`src/rtl/baro_temp_pressure_compensation_unit_assert.svh`:
```
// ---------------------------------------------------------------------------
// assertion macros for the compensation unit
// clocked on clk, quiet while rst_n is low
// ---------------------------------------------------------------------------
`ifndef BARO_TEMP_PRESSURE_COMPENSATION_UNIT_ASSERT_SVH
`define BARO_TEMP_PRESSURE_COMPENSATION_UNIT_ASSERT_SVH

// same-cycle implication
`define BTPC_ASSERT_SAME(label, ante, cons) \
  label: assert property (@(posedge clk) disable iff (!rst_n) (ante) |-> (cons)) \
    else $error("assertion failed");

// next-cycle implication
`define BTPC_ASSERT_NEXT(label, ante, cons) \
  label: assert property (@(posedge clk) disable iff (!rst_n) (ante) |=> (cons)) \
    else $error("assertion failed");

`endif

```
`src/rtl/btpc_pkg.sv`:
```
// ---------------------------------------------------------------------------
// btpc_pkg
// word types, trim bundle and helper functions of the compensation unit
// ---------------------------------------------------------------------------
package btpc_pkg;

  localparam int unsigned QueueDepth = 2;

  typedef enum logic [1:0] {
    REG_TRIM_TEMP       = 2'd0,
    REG_TRIM_PRESS_LOW  = 2'd1,
    REG_TRIM_PRESS_HIGH = 2'd2,
    REG_TRIM_P9         = 2'd3
  } reg_index_t;

  typedef struct packed {
    logic [19:0] raw_temperature;
    logic [19:0] raw_pressure;
  } in_word_t;

  typedef struct packed {
    logic signed [31:0] temperature_centi;
    logic [31:0]        pressure_pascal;
    logic               divisor_zero;
  } out_word_t;

  typedef struct packed {
    logic [47:0] trim_temp;
    logic [63:0] trim_press_low;
    logic [63:0] trim_press_high;
    logic [15:0] trim_p9;
  } trims_t;

  function automatic logic [31:0] sra32(input logic [31:0] x, input logic [4:0] n);
    sra32 = 32'($signed(x) >>> n);
  endfunction

  function automatic logic [31:0] sext16(input logic [15:0] h);
    sext16 = {{16{h[15]}}, h};
  endfunction

endpackage

```
`src/rtl/btpc_queue.sv`:
```
// ---------------------------------------------------------------------------
// btpc_queue
// front end: takes input words and holds them for the arithmetic core
// ---------------------------------------------------------------------------
module btpc_queue (
  input  logic              clk,
  input  logic              rst_n,
  input  logic              in_valid,
  output logic              in_stall,
  input  btpc_pkg::in_word_t in_word,
  output logic              q_valid,
  output btpc_pkg::in_word_t q_word,
  input  logic              q_pop
);
  import btpc_pkg::*;

  in_word_t  mem_r [QueueDepth];
  logic      rd_ptr_r, wr_ptr_r;
  logic [1:0] count_r;
  logic      push, pop;

  assign in_stall = (count_r == 2'(QueueDepth));
  assign push     = in_valid && !in_stall;
  assign q_valid  = (count_r != 2'd0);
  assign pop      = q_pop && q_valid;
  assign q_word   = mem_r[rd_ptr_r];

  always_ff @(posedge clk) begin
    if (push) begin
      mem_r[wr_ptr_r] <= in_word;
    end
  end

  always_ff @(posedge clk) begin
    if (!rst_n) begin
      rd_ptr_r <= 1'b0;
      wr_ptr_r <= 1'b0;
      count_r  <= 2'd0;
    end else begin
      if (push) begin
        wr_ptr_r <= ~wr_ptr_r;
      end
      if (pop) begin
        rd_ptr_r <= ~rd_ptr_r;
      end
      count_r <= count_r + 2'(push) - 2'(pop);
    end
  end
endmodule

```
`src/rtl/btpc_core.sv`:
```
// ---------------------------------------------------------------------------
// btpc_core
// back end: sequenced compensation arithmetic on one shared multiplier
// and a two-bit-per-cycle divider
// ---------------------------------------------------------------------------
`include "baro_temp_pressure_compensation_unit_assert.svh"

module btpc_core (
  input  logic               clk,
  input  logic               rst_n,
  input  btpc_pkg::trims_t   trims,
  input  logic               q_valid,
  input  btpc_pkg::in_word_t q_word,
  output logic               q_pop,
  output logic               out_valid,
  input  logic               out_stall,
  output btpc_pkg::out_word_t out_word
);
  import btpc_pkg::*;

  typedef enum logic [4:0] {
    S_IDLE, S_T0, S_T1, S_T2, S_T3, S_P0, S_P1, S_P2, S_P3, S_P4, S_P5, S_P6,
    S_DIV, S_DFIN, S_Q0, S_Q1, S_Q2, S_DONE
  } state_t;

  state_t      state_r;
  logic [19:0] adc_t_r, adc_p_r;
  logic [31:0] a_r, x_r, temp_r, v1_r, qq_r, v2_r, dv_r, src_r, quo_r, p_r;
  logic [31:0] rem_r;
  logic [3:0]  cnt_r;
  logic        post_r, zero_r, out_valid_r;
  out_word_t   out_r;

  logic [31:0] t1, t2, t3, p1, p2, p3, p4, p5, p6, p7, p8, p9;
  logic [31:0] mul_a, mul_b, mul_p;
  logic [32:0] rem1, rem2;
  logic        qb1, qb2;

  assign t1 = {16'd0, trims.trim_temp[15:0]};
  assign t2 = sext16(trims.trim_temp[31:16]);
  assign t3 = sext16(trims.trim_temp[47:32]);
  assign p1 = {16'd0, trims.trim_press_low[15:0]};
  assign p2 = sext16(trims.trim_press_low[31:16]);
  assign p3 = sext16(trims.trim_press_low[47:32]);
  assign p4 = sext16(trims.trim_press_low[63:48]);
  assign p5 = sext16(trims.trim_press_high[15:0]);
  assign p6 = sext16(trims.trim_press_high[31:16]);
  assign p7 = sext16(trims.trim_press_high[47:32]);
  assign p8 = sext16(trims.trim_press_high[63:48]);
  assign p9 = sext16(trims.trim_p9);

  assign q_pop     = (state_r == S_IDLE) && q_valid;
  assign out_valid = out_valid_r;
  assign out_word  = out_r;

  // operand selection for the shared multiplier
  always_comb begin
    mul_a = 32'd0;
    mul_b = 32'd0;
    case (state_r)
      S_T0: begin
        mul_a = {15'd0, adc_t_r[19:3]} - (t1 << 1);
        mul_b = t2;
      end
      S_T1: begin
        mul_a = {16'd0, adc_t_r[19:4]} - t1;
        mul_b = {16'd0, adc_t_r[19:4]} - t1;
      end
      S_T2: begin
        mul_a = x_r;
        mul_b = t3;
      end
      S_T3: begin
        mul_a = a_r;
        mul_b = 32'd5;
      end
      S_P0: begin
        mul_a = sra32(v1_r, 5'd2);
        mul_b = sra32(v1_r, 5'd2);
      end
      S_P1: begin
        mul_a = sra32(qq_r, 5'd11);
        mul_b = p6;
      end
      S_P2: begin
        mul_a = v1_r;
        mul_b = p5;
      end
      S_P3: begin
        mul_a = p3;
        mul_b = sra32(qq_r, 5'd13);
      end
      S_P4: begin
        mul_a = p2;
        mul_b = v1_r;
      end
      S_P5: begin
        mul_a = 32'd32768 + x_r;
        mul_b = p1;
      end
      S_P6: begin
        mul_a = (32'd1048576 - {12'd0, adc_p_r}) - sra32(v2_r, 5'd12);
        mul_b = 32'd3125;
      end
      S_Q0: begin
        mul_a = p_r >> 3;
        mul_b = p_r >> 3;
      end
      S_Q1: begin
        mul_a = p9;
        mul_b = x_r;
      end
      S_Q2: begin
        mul_a = p_r >> 2;
        mul_b = p8;
      end
      default: begin
        mul_a = 32'd0;
        mul_b = 32'd0;
      end
    endcase
  end

  assign mul_p = mul_a * mul_b;

  // two restoring division steps
  always_comb begin
    rem1 = {rem_r, src_r[31]};
    qb1  = (rem1 >= {1'b0, dv_r});
    if (qb1) begin
      rem1 = rem1 - {1'b0, dv_r};
    end
    rem2 = {rem1[31:0], src_r[30]};
    qb2  = (rem2 >= {1'b0, dv_r});
    if (qb2) begin
      rem2 = rem2 - {1'b0, dv_r};
    end
  end

  always_ff @(posedge clk) begin
    if (!rst_n) begin
      state_r     <= S_IDLE;
      out_valid_r <= 1'b0;
    end else begin
      if (state_r == S_DONE && (!out_valid_r || !out_stall)) begin
        out_valid_r <= 1'b1;
      end else if (out_valid_r && !out_stall) begin
        out_valid_r <= 1'b0;
      end
      case (state_r)
        S_IDLE: begin
          if (q_valid) begin
            adc_t_r <= q_word.raw_temperature;
            adc_p_r <= q_word.raw_pressure;
            state_r <= S_T0;
          end
        end
        S_T0: begin
          a_r     <= sra32(mul_p, 5'd11);
          state_r <= S_T1;
        end
        S_T1: begin
          x_r     <= sra32(mul_p, 5'd12);
          state_r <= S_T2;
        end
        S_T2: begin
          // fine temperature
          a_r     <= a_r + sra32(mul_p, 5'd14);
          state_r <= S_T3;
        end
        S_T3: begin
          temp_r  <= sra32(mul_p + 32'd128, 5'd8);
          v1_r    <= sra32(a_r, 5'd1) - 32'd64000;
          state_r <= S_P0;
        end
        S_P0: begin
          qq_r    <= mul_p;
          state_r <= S_P1;
        end
        S_P1: begin
          v2_r    <= mul_p;
          state_r <= S_P2;
        end
        S_P2: begin
          v2_r    <= sra32(v2_r + (mul_p << 1), 5'd2) + (p4 << 16);
          state_r <= S_P3;
        end
        S_P3: begin
          x_r     <= sra32(mul_p, 5'd3);
          state_r <= S_P4;
        end
        S_P4: begin
          x_r     <= sra32(x_r + sra32(mul_p, 5'd1), 5'd18);
          state_r <= S_P5;
        end
        S_P5: begin
          dv_r    <= sra32(mul_p, 5'd15);
          state_r <= S_P6;
        end
        S_P6: begin
          rem_r <= 32'd0;
          cnt_r <= 4'd0;
          if (dv_r == 32'd0) begin
            zero_r  <= 1'b1;
            p_r     <= 32'd0;
            state_r <= S_DONE;
          end else begin
            zero_r <= 1'b0;
            if (!mul_p[31]) begin
              src_r  <= mul_p << 1;
              post_r <= 1'b0;
            end else begin
              src_r  <= mul_p;
              post_r <= 1'b1;
            end
            state_r <= S_DIV;
          end
        end
        S_DIV: begin
          rem_r <= rem2[31:0];
          src_r <= src_r << 2;
          quo_r <= {quo_r[29:0], qb1, qb2};
          cnt_r <= cnt_r + 4'd1;
          if (cnt_r == 4'd15) begin
            state_r <= S_DFIN;
          end
        end
        S_DFIN: begin
          p_r     <= post_r ? (quo_r << 1) : quo_r;
          state_r <= S_Q0;
        end
        S_Q0: begin
          x_r     <= mul_p >> 13;
          state_r <= S_Q1;
        end
        S_Q1: begin
          a_r     <= sra32(mul_p, 5'd12);
          state_r <= S_Q2;
        end
        S_Q2: begin
          p_r     <= p_r + sra32(a_r + sra32(mul_p, 5'd13) + p7, 5'd4);
          state_r <= S_DONE;
        end
        S_DONE: begin
          if (!out_valid_r || !out_stall) begin
            out_r.temperature_centi <= temp_r;
            out_r.pressure_pascal   <= p_r;
            out_r.divisor_zero      <= zero_r;
            state_r                 <= S_IDLE;
          end
        end
        default: begin
          state_r <= S_IDLE;
        end
      endcase
    end
  end

  `BTPC_ASSERT_SAME(a_zero_flag, out_valid_r && out_r.divisor_zero, out_r.pressure_pascal == 32'd0)
  `BTPC_ASSERT_SAME(a_pop_idle, q_pop, state_r == S_IDLE)
  `BTPC_ASSERT_NEXT(a_div_leave, state_r == S_DIV && cnt_r == 4'd15, state_r == S_DFIN)
  `BTPC_ASSERT_NEXT(a_held_result, out_valid_r && out_stall, out_valid_r)
endmodule

```
`src/rtl/baro_temp_pressure_compensation_unit.sv`:
```
// ---------------------------------------------------------------------------
// baro_temp_pressure_compensation_unit
// 32-bit integer temperature and pressure compensation from raw conversions
// ---------------------------------------------------------------------------
// each word runs through the back end on one shared 32x32 multiplier,
// used up to fourteen times in sequence, and a divider giving two quotient
// bits a cycle (a zero divisor skips the division and the steps after it);
// a two-word queue in front and a result register behind let input and
// output flow while a word is being worked on
module baro_temp_pressure_compensation_unit (
  input  logic                clk,
  input  logic                rst_n,
  input  logic                cfg_we,
  input  logic [1:0]          cfg_index,
  input  logic [63:0]         cfg_data,
  input  logic                in_valid,
  output logic                in_stall,
  input  btpc_pkg::in_word_t  in_word,
  output logic                out_valid,
  input  logic                out_stall,
  output btpc_pkg::out_word_t out_word
);
  import btpc_pkg::*;

  trims_t   trims_r;
  logic     q_valid, q_pop;
  in_word_t q_word;

  always_ff @(posedge clk) begin
    if (!rst_n) begin
      trims_r <= '0;
    end else if (cfg_we) begin
      case (cfg_index)
        REG_TRIM_TEMP:       trims_r.trim_temp       <= cfg_data[47:0];
        REG_TRIM_PRESS_LOW:  trims_r.trim_press_low  <= cfg_data;
        REG_TRIM_PRESS_HIGH: trims_r.trim_press_high <= cfg_data;
        REG_TRIM_P9:         trims_r.trim_p9         <= cfg_data[15:0];
        default:             trims_r                 <= trims_r;
      endcase
    end
  end

  btpc_queue u_queue (
    .clk      (clk),
    .rst_n    (rst_n),
    .in_valid (in_valid),
    .in_stall (in_stall),
    .in_word  (in_word),
    .q_valid  (q_valid),
    .q_word   (q_word),
    .q_pop    (q_pop)
  );

  btpc_core u_core (
    .clk       (clk),
    .rst_n     (rst_n),
    .trims     (trims_r),
    .q_valid   (q_valid),
    .q_word    (q_word),
    .q_pop     (q_pop),
    .out_valid (out_valid),
    .out_stall (out_stall),
    .out_word  (out_word)
  );
endmodule
```
`config.mk`:
```
export PLATFORM = sky130hd
export DESIGN_NAME = baro_temp_pressure_compensation_unit
export DESIGN_NICKNAME = d
export VERILOG_FILES = /design/src/rtl/btpc_pkg.sv /design/src/rtl/btpc_queue.sv /design/src/rtl/btpc_core.sv /design/src/rtl/baro_temp_pressure_compensation_unit.sv
export VERILOG_INCLUDE_DIRS = /design/src /design/src/rtl
export SDC_FILE = /design/constraint.sdc
export NUM_CORES = 2
export LEC_CHECK = 0
export BUFFER_PORTS_ARGS = -buffer_cell sky130_fd_sc_hd__buf_2
export CORE_MARGIN = 2
export CORE_UTILIZATION = 40
export CTS_CLUSTER_DIAMETER = 120
export DETAILED_ROUTE_END_ITERATION = 10
export HOLD_SLACK_MARGIN = 0.12
export PLACE_DENSITY_LB_ADDON = 0.15
export SLEW_MARGIN = 10
export SYNTH_ARGS = -nofsm -noshare
export SYNTH_HDL_FRONTEND = slang
export SYNTH_SLANG_ARGS = --single-unit
```
`constraint.sdc`:
```
create_clock -name clk -period 19.33 [get_ports clk]
set_clock_uncertainty 0.05 [all_clocks]
set_input_delay 3.866 -clock clk [delete_from_list [all_inputs] [get_ports clk]]
set_output_delay 3.866 -clock clk [all_outputs]
set_load 0.01 [all_outputs]
```
After elaboration in Yosys (flattened, before gate mapping)
Memory sizes are Yosys's and may differ from the RTL's. A register that Yosys moved wholly into a read port is not among the register bits. Cells that the tools add are included.

Register bits after elaboration: 594. Bits in writable memories: 80. Output and inout port bits: 67. Logic and storage cells: 143. Memories kept: 1.

Add/subtract/negate cells: 19. Multiply operators: 1. Order comparisons: 2. Eq/ne operators: 27. Multiplexer cells: 26. Bitwise operators: 3. Reductions and logical operators: 38.

Memories: u_queue.mem_r (words 2, bits a word 40, rd ports 1, clocked after memory_dff 1, wr ports 1, RTL line btpc_queue.sv:17) `in_word_t mem_r [QueueDepth];`.

Operators by type and width (number): $pmux W32 S14 (2); $add A32 B32 Y32 (7); $mux W32 (6); $pmux W32 S2 (3); $pmux W32 S3 (2); $pmux W32 S4 (1); $sub A32 B32 Y32 (3); $pmux W5 S18 (1); $ge A33 B32 Y1 (2); $eq A5 B4 Y1 const B (8); $add A16 B32 Y32 const A (1); $add A32 B8 Y32 const B (1); $logic_not A32 Y1 (1); $mul A32 B32 Y32 (1); $sub A31 B17 Y32 const B (1); $reduce_and A2 Y1 (13); $sub A21 B20 Y22 const A (1); $eq A5 B3 Y1 const B (4); $mux W5 (4); $reduce_and A3 Y1 (6); $sub A17 B17 Y18 (1); $sub A16 B16 Y17 (1); $eq A5 B2 Y1 const B (2); $eq A5 B5 Y1 const B (2); 20 further kinds (42).

Logic depth before layout (Yosys ltp)
Depth after elaboration: 8. Gate-level depth with buffers: 73.

Hierarchy
From an unflattened synthesis, not the netlist that was laid out.

Cells, all modules: 6122. Area, all modules: 58477.3 um^2.

Modules (own cells, without submodules): btpc_core (instances 1, cells an instance 5279, area an instance 48325.1 um^2, sequential area each 12552.0 um^2); baro_temp_pressure_compensation_unit (instances 1, cells an instance 692, area an instance 7018.0 um^2, sequential area each 3843.7 um^2); btpc_queue (instances 1, cells an instance 151, area an instance 3134.3 um^2, sequential area each 2502.4 um^2).

Least setup slack after synthesis
No wires, ideal clock.

Kind: reg2reg. Start: register u_core.adc_p_r[0]. End: register u_core.p_r[31] (data pin). Arrival: 16151 ps. Data required time: 19009 ps. Path slack: 2858 ps. Stages on the path, launching flop included: 69. Clock period less this slack: 16472 ps. Cells stage by stage: edfxtp_1 -> inv_1 -> ha_1 -> nand2_1 -> or3_1 -> or3_1 -> or3_1 -> or3_1 -> nor3_1 -> xnor2_1 -> ha_1 -> nand2_1 -> nor2_1 -> a221o_1 -> a31oi_1 -> xnor2_1 -> nor2_1 -> nor4b_1 -> [... 33 more ...] -> a21oi_1 -> o21bai_1 -> a21oi_1 -> o21ai_0 -> and2_1 -> o21a_1 -> or2_2 -> xor2_1 -> ha_1 -> a2111o_1 -> a31oi_1 -> o21ai_0 -> nor2b_1 -> or4_1 -> a311o_1 -> xor2_1 -> xnor2_1 -> o22ai_1.

Cells in the longest elaborated chain, start to end: 8.

Ends and longest elaborated chain: start: declaration (RTL line btpc_core.sv:27) `logic [19:0] adc_t_r, adc_p_r;`; start signal: assignment (RTL line btpc_core.sv:154) `adc_p_r <= q_word.raw_pressure;`; $sub A21 B20 Y22 (RTL line btpc_core.sv:102) `mul_a = (32'd1048576 - {12'd0, adc_p_r}) - sra32(v2_r, 5'd12);`; $sub A32 B32 Y32 (RTL line btpc_core.sv:102); $pmux W32 S14 (RTL line btpc_core.sv:60) `case (state_r)`; $mul A32 B32 Y32 (RTL line btpc_core.sv:124) `assign mul_p = mul_a * mul_b;`; net u_core.mul_p[31] (RTL line btpc_core.sv:35) `logic [31:0] mul_a, mul_b, mul_p;`; $add A32 B32 Y32 (3 in a row) (RTL line btpc_core.sv:241) `p_r <= p_r + sra32(a_r + sra32(mul_p, 5'd13) + p7, 5'd4);`; $pmux W32 S3 (RTL line btpc_core.sv:150) `case (state_r)`; end signal: assignment (RTL line btpc_core.sv:229) `p_r <= post_r ? (quo_r << 1) : quo_r;`; end signal: assignment (RTL line btpc_core.sv:241); end: declaration (RTL line btpc_core.sv:28) `logic [31:0] a_r, x_r, temp_r, v1_r, qq_r, v2_r, dv_r, src_r, quo_r, p_r;`.

The timed path passes the listed nets, and every way through them passes these cells. A chain may end at the register's enable or synchronous reset.

Worst setup path after layout
Ends and elaborated chain as after synthesis.

==> flow_summary.yaml <==
sta:
  hold_violations: 0
  worst_pin_slew_ns: 1.25
  fmax_ghz: 0.0553
  setup-violations-final: 0
  final.period_utilization: 0.935
  rsz0062_at_grt: "false"
  fin_tns_setup_ns: 0
  drv_slew: 0
  slew_headroom: 0.166
  period_needed_ns: 18.08
routing:
  drt_pre_antenna_iters: 10
  wl_per_cell_um: 26.9
  antenna_left: 0
  drt_iter0_markers: 5317
  num_vias: 49800
  via_per_inst: 5.80
  drc_errors: 0
  totalWireLength_um: 231000
cts:
  postCtsHoldBufs: 0
  cts.sinks: 690
  cts_tree: "yes"
  h-tree-depth: 3
  clock_latency_ns: 0.73
  root_buffer: "clkbuf_16"
  cts_buffer_depth: 3
  clkTransAtPathRegs_ns: 0.06
  numCtsBuffers: 83
logic_synthesis:
  synth_xor_area_frac: 0.0565
  syn_nets: 7404
  yosys.area.top_type: "edfxtp_1"
  synth_fa_ha_area_frac: 0.235
  syn_area_per_cell_um2: 9.21
  syn_inst: 6446
  netlist_top_cells_area: "edfxtp_1 25%, fa_1 15%, ha_1 8.5%"
  synth-seq-area-share: 0.315
  ys_types: 111
  yosys_most_used_dff: "edfxtp_1"
  synthArstFlopShare: 0
  synth_warnings: 0
  yosysTopAreaCellShare: 0.247
  syn-cell-area_um2: 59300
  synth_edf_count: 488
  synth_top_family_by_area: "adder cells"
  synth-seq-cells: 690
  synthMuxAreaShare: 0.0211
  synth-simple-area-share: 0.148
  synth_compound_area_frac: 0.153
setup_path:
  reg2regPathDepth: 65
  worstPathRequired_ns: 19.70
  critPathKind: "reg2reg"
  r2r-end: "u_core.p_r[31]"
  endpoint_kind: "flip-flop"
  worstSetupStartpointType: "flip-flop"
  slowest_stage: "a2111oi_1"
  critPathMaxFanout: 28
  arrival_ns: 18.45
  cp_slowest_stage_delay_ns: 0.70
  r2r-start: "u_core.adc_p_r[0]"
  r2r_setup_slack_ns: 1.25
  crit_top_cell: "fa_1"
min_path:
  hold_class: "reg2reg"
  holdPathStages: 0
  worstHoldEndpoint: "u_core.out_word[47]"
  hp-start: "u_core.temp_r[14]"
global_routing:
  gr-total-overflow: 0
  grt_pass1_vias: 48500
  grt_max_degree: 167
  grt_usage: 0.301
  grt_first_pass_wirelength_um: 333000
  antenna_found_initial: 14
cells_and_area:
  drive_gt1_frac: 0.0992
  final_cell_count_no_fill: 8589
  final_nets: 7546
  final_cell_mix: "910 x nand2_1, 774 x inv_1, 488 x edfxtp_1"
  fill_cells: 14500
  final_common_cell: "nand2_1"
  area_delta_synth_final_pct: 10.9
floorplan:
  rows: 141
  io_pins: 178
  coreArea_um2: 147000
  die_h_um: 389
  die_width_um: 389
  die-area_um2: 151000
  floorplan.initialDensity: 0.402
placed_design:
  portBuffers: 174
  hpwl_um: 176000
  place_inst: 8433
  gp_congestion: 1.00
outcome:
  outcome: "finished, final reports clean"
run:
  maxCapViolCount: 0
[state kept, by name, summed over array words and instances (netlist names), 2 cells and up]
signal           cells
trims_r            192
u_queue.mem_r       74
u_core.out_word     57
u_core.a_r          32
u_core.p_r          32
u_core.quo_r        32
u_core.rem_r        32
u_core.src_r        32
u_core.v1_r         32
u_core.v2_r         31
u_core.x_r          29
u_core.temp_r       24
u_core.qq_r         21
u_core.adc_p_r      20
u_core.adc_t_r      17
u_core.dv_r         17
u_core.state_r       5
u_core.cnt_r         4
u_queue.count_r      2
[cells by family (layout without fill, tap and decap cells)]
logic type | count (synthesis) | after routing
and+or+nand+nor | 1965 | 1965
AOI/OAI and AO/OA | 1396 | 1396
buffers and inverters | 1067 | 1275
adders and majority gates | 847 | 847
DFF | 690 | 690
xor gates and xnor gates | 362 | 362
muxes | 119 | 119
other | 0 | 5
[how the worst max path moves through the flow]
stage                            startpoint             end  slack [ns]  cells after the start
after global placement    u_core.adc_p_r[0]  u_core.p_r[31]        1.18                     65
final                     u_core.adc_p_r[0]  u_core.p_r[31]        1.25                     65
after global routing      u_core.adc_p_r[0]  u_core.p_r[31]        0.17                     65
after detailed placement  u_core.adc_p_r[0]  u_core.p_r[31]        1.09                     65
after CTS                 u_core.adc_p_r[0]  u_core.p_r[31]        1.06                     65
after floorplan           u_core.adc_p_r[0]  u_core.p_r[31]        2.86                     68
[through the flow]
step,setup WS [ns],cell area (µm²),util,hold slack [ns]
floorplan,2.86,59300,-,0.350
global placement,1.18,63000,0.427,0.355
detailed placement,1.09,63000,0.427,0.355
CTS,1.06,65800,0.446,0.369
global route,0.174,65800,0.446,0.377
finish,1.25,65800,0.446,0.368
[routing by layer]
metal | up-vias | share of wire | track usage | wire (µm)
li1 | 22400 | - | - | -
met4 | 8 | 0.068 | 0.174 | 15700
met5 | - | 0.00024 | 0 | 56
met2 | 2402 | 0.43 | 0.455 | 99000
met3 | 556 | 0.10 | 0.0704 | 23000
met1 | 24500 | 0.40 | 0.396 | 92900
[worst max-delay path, delay by kind of cell, from the launching register on]
| family | cells | cell delay [ns] |
|---|---|---|
| buffers and inverters | 8 | 1.05 |
| xor gates and xnor gates | 6 | 1.00 |
| AOI/OAI and AO/OA | 20 | 5.04 |
| and+or+nand+nor | 17 | 4.39 |
| DFF | 1 | 0.38 |
| adders and majority gates | 14 | 5.87 |
[synthesized netlist by cell type (all sizes together), types with 68 or more instances]
library cell	number
a21o	76
a21oi	473
nand2	915
a22oi	97
mux2i	68
dfxtp	202
xnor2	248
fa	445
inv	777
xor2	110
nand2b	71
nor2	488
nand3	87
nor3	71
edfxtp	488
o21ai	249
clkbuf	200
buf	86
ha	402
[layout make-up]
class / count / area (µm²) / share of cell area
Antenna cell: 5 / 12.5 / 0.000190
Clock buffer: 106 / 2290 / 0.0348
Clock inverter: 45 / 483 / 0.00734
Inverter: 781 / 2940 / 0.0447
Multi-Input combinational cell: 4689 / 36800 / 0.559
Sequential cell: 690 / 18700 / 0.284
Tap cell: 1930 / 2410 / 0.0367
Timing Repair Buffer: 343 / 2150 / 0.0327
[repair_timing]
action / 4_1_cts / 5_1_grt
resized for setup: 0 / 2
buffers inserted: 0 / 0
setup endpoints to repair: 0 / 2
Power is left out: the tool's default activity adds up to more than one toggle a clock period on the data nets, which glitch-free logic cannot reach.
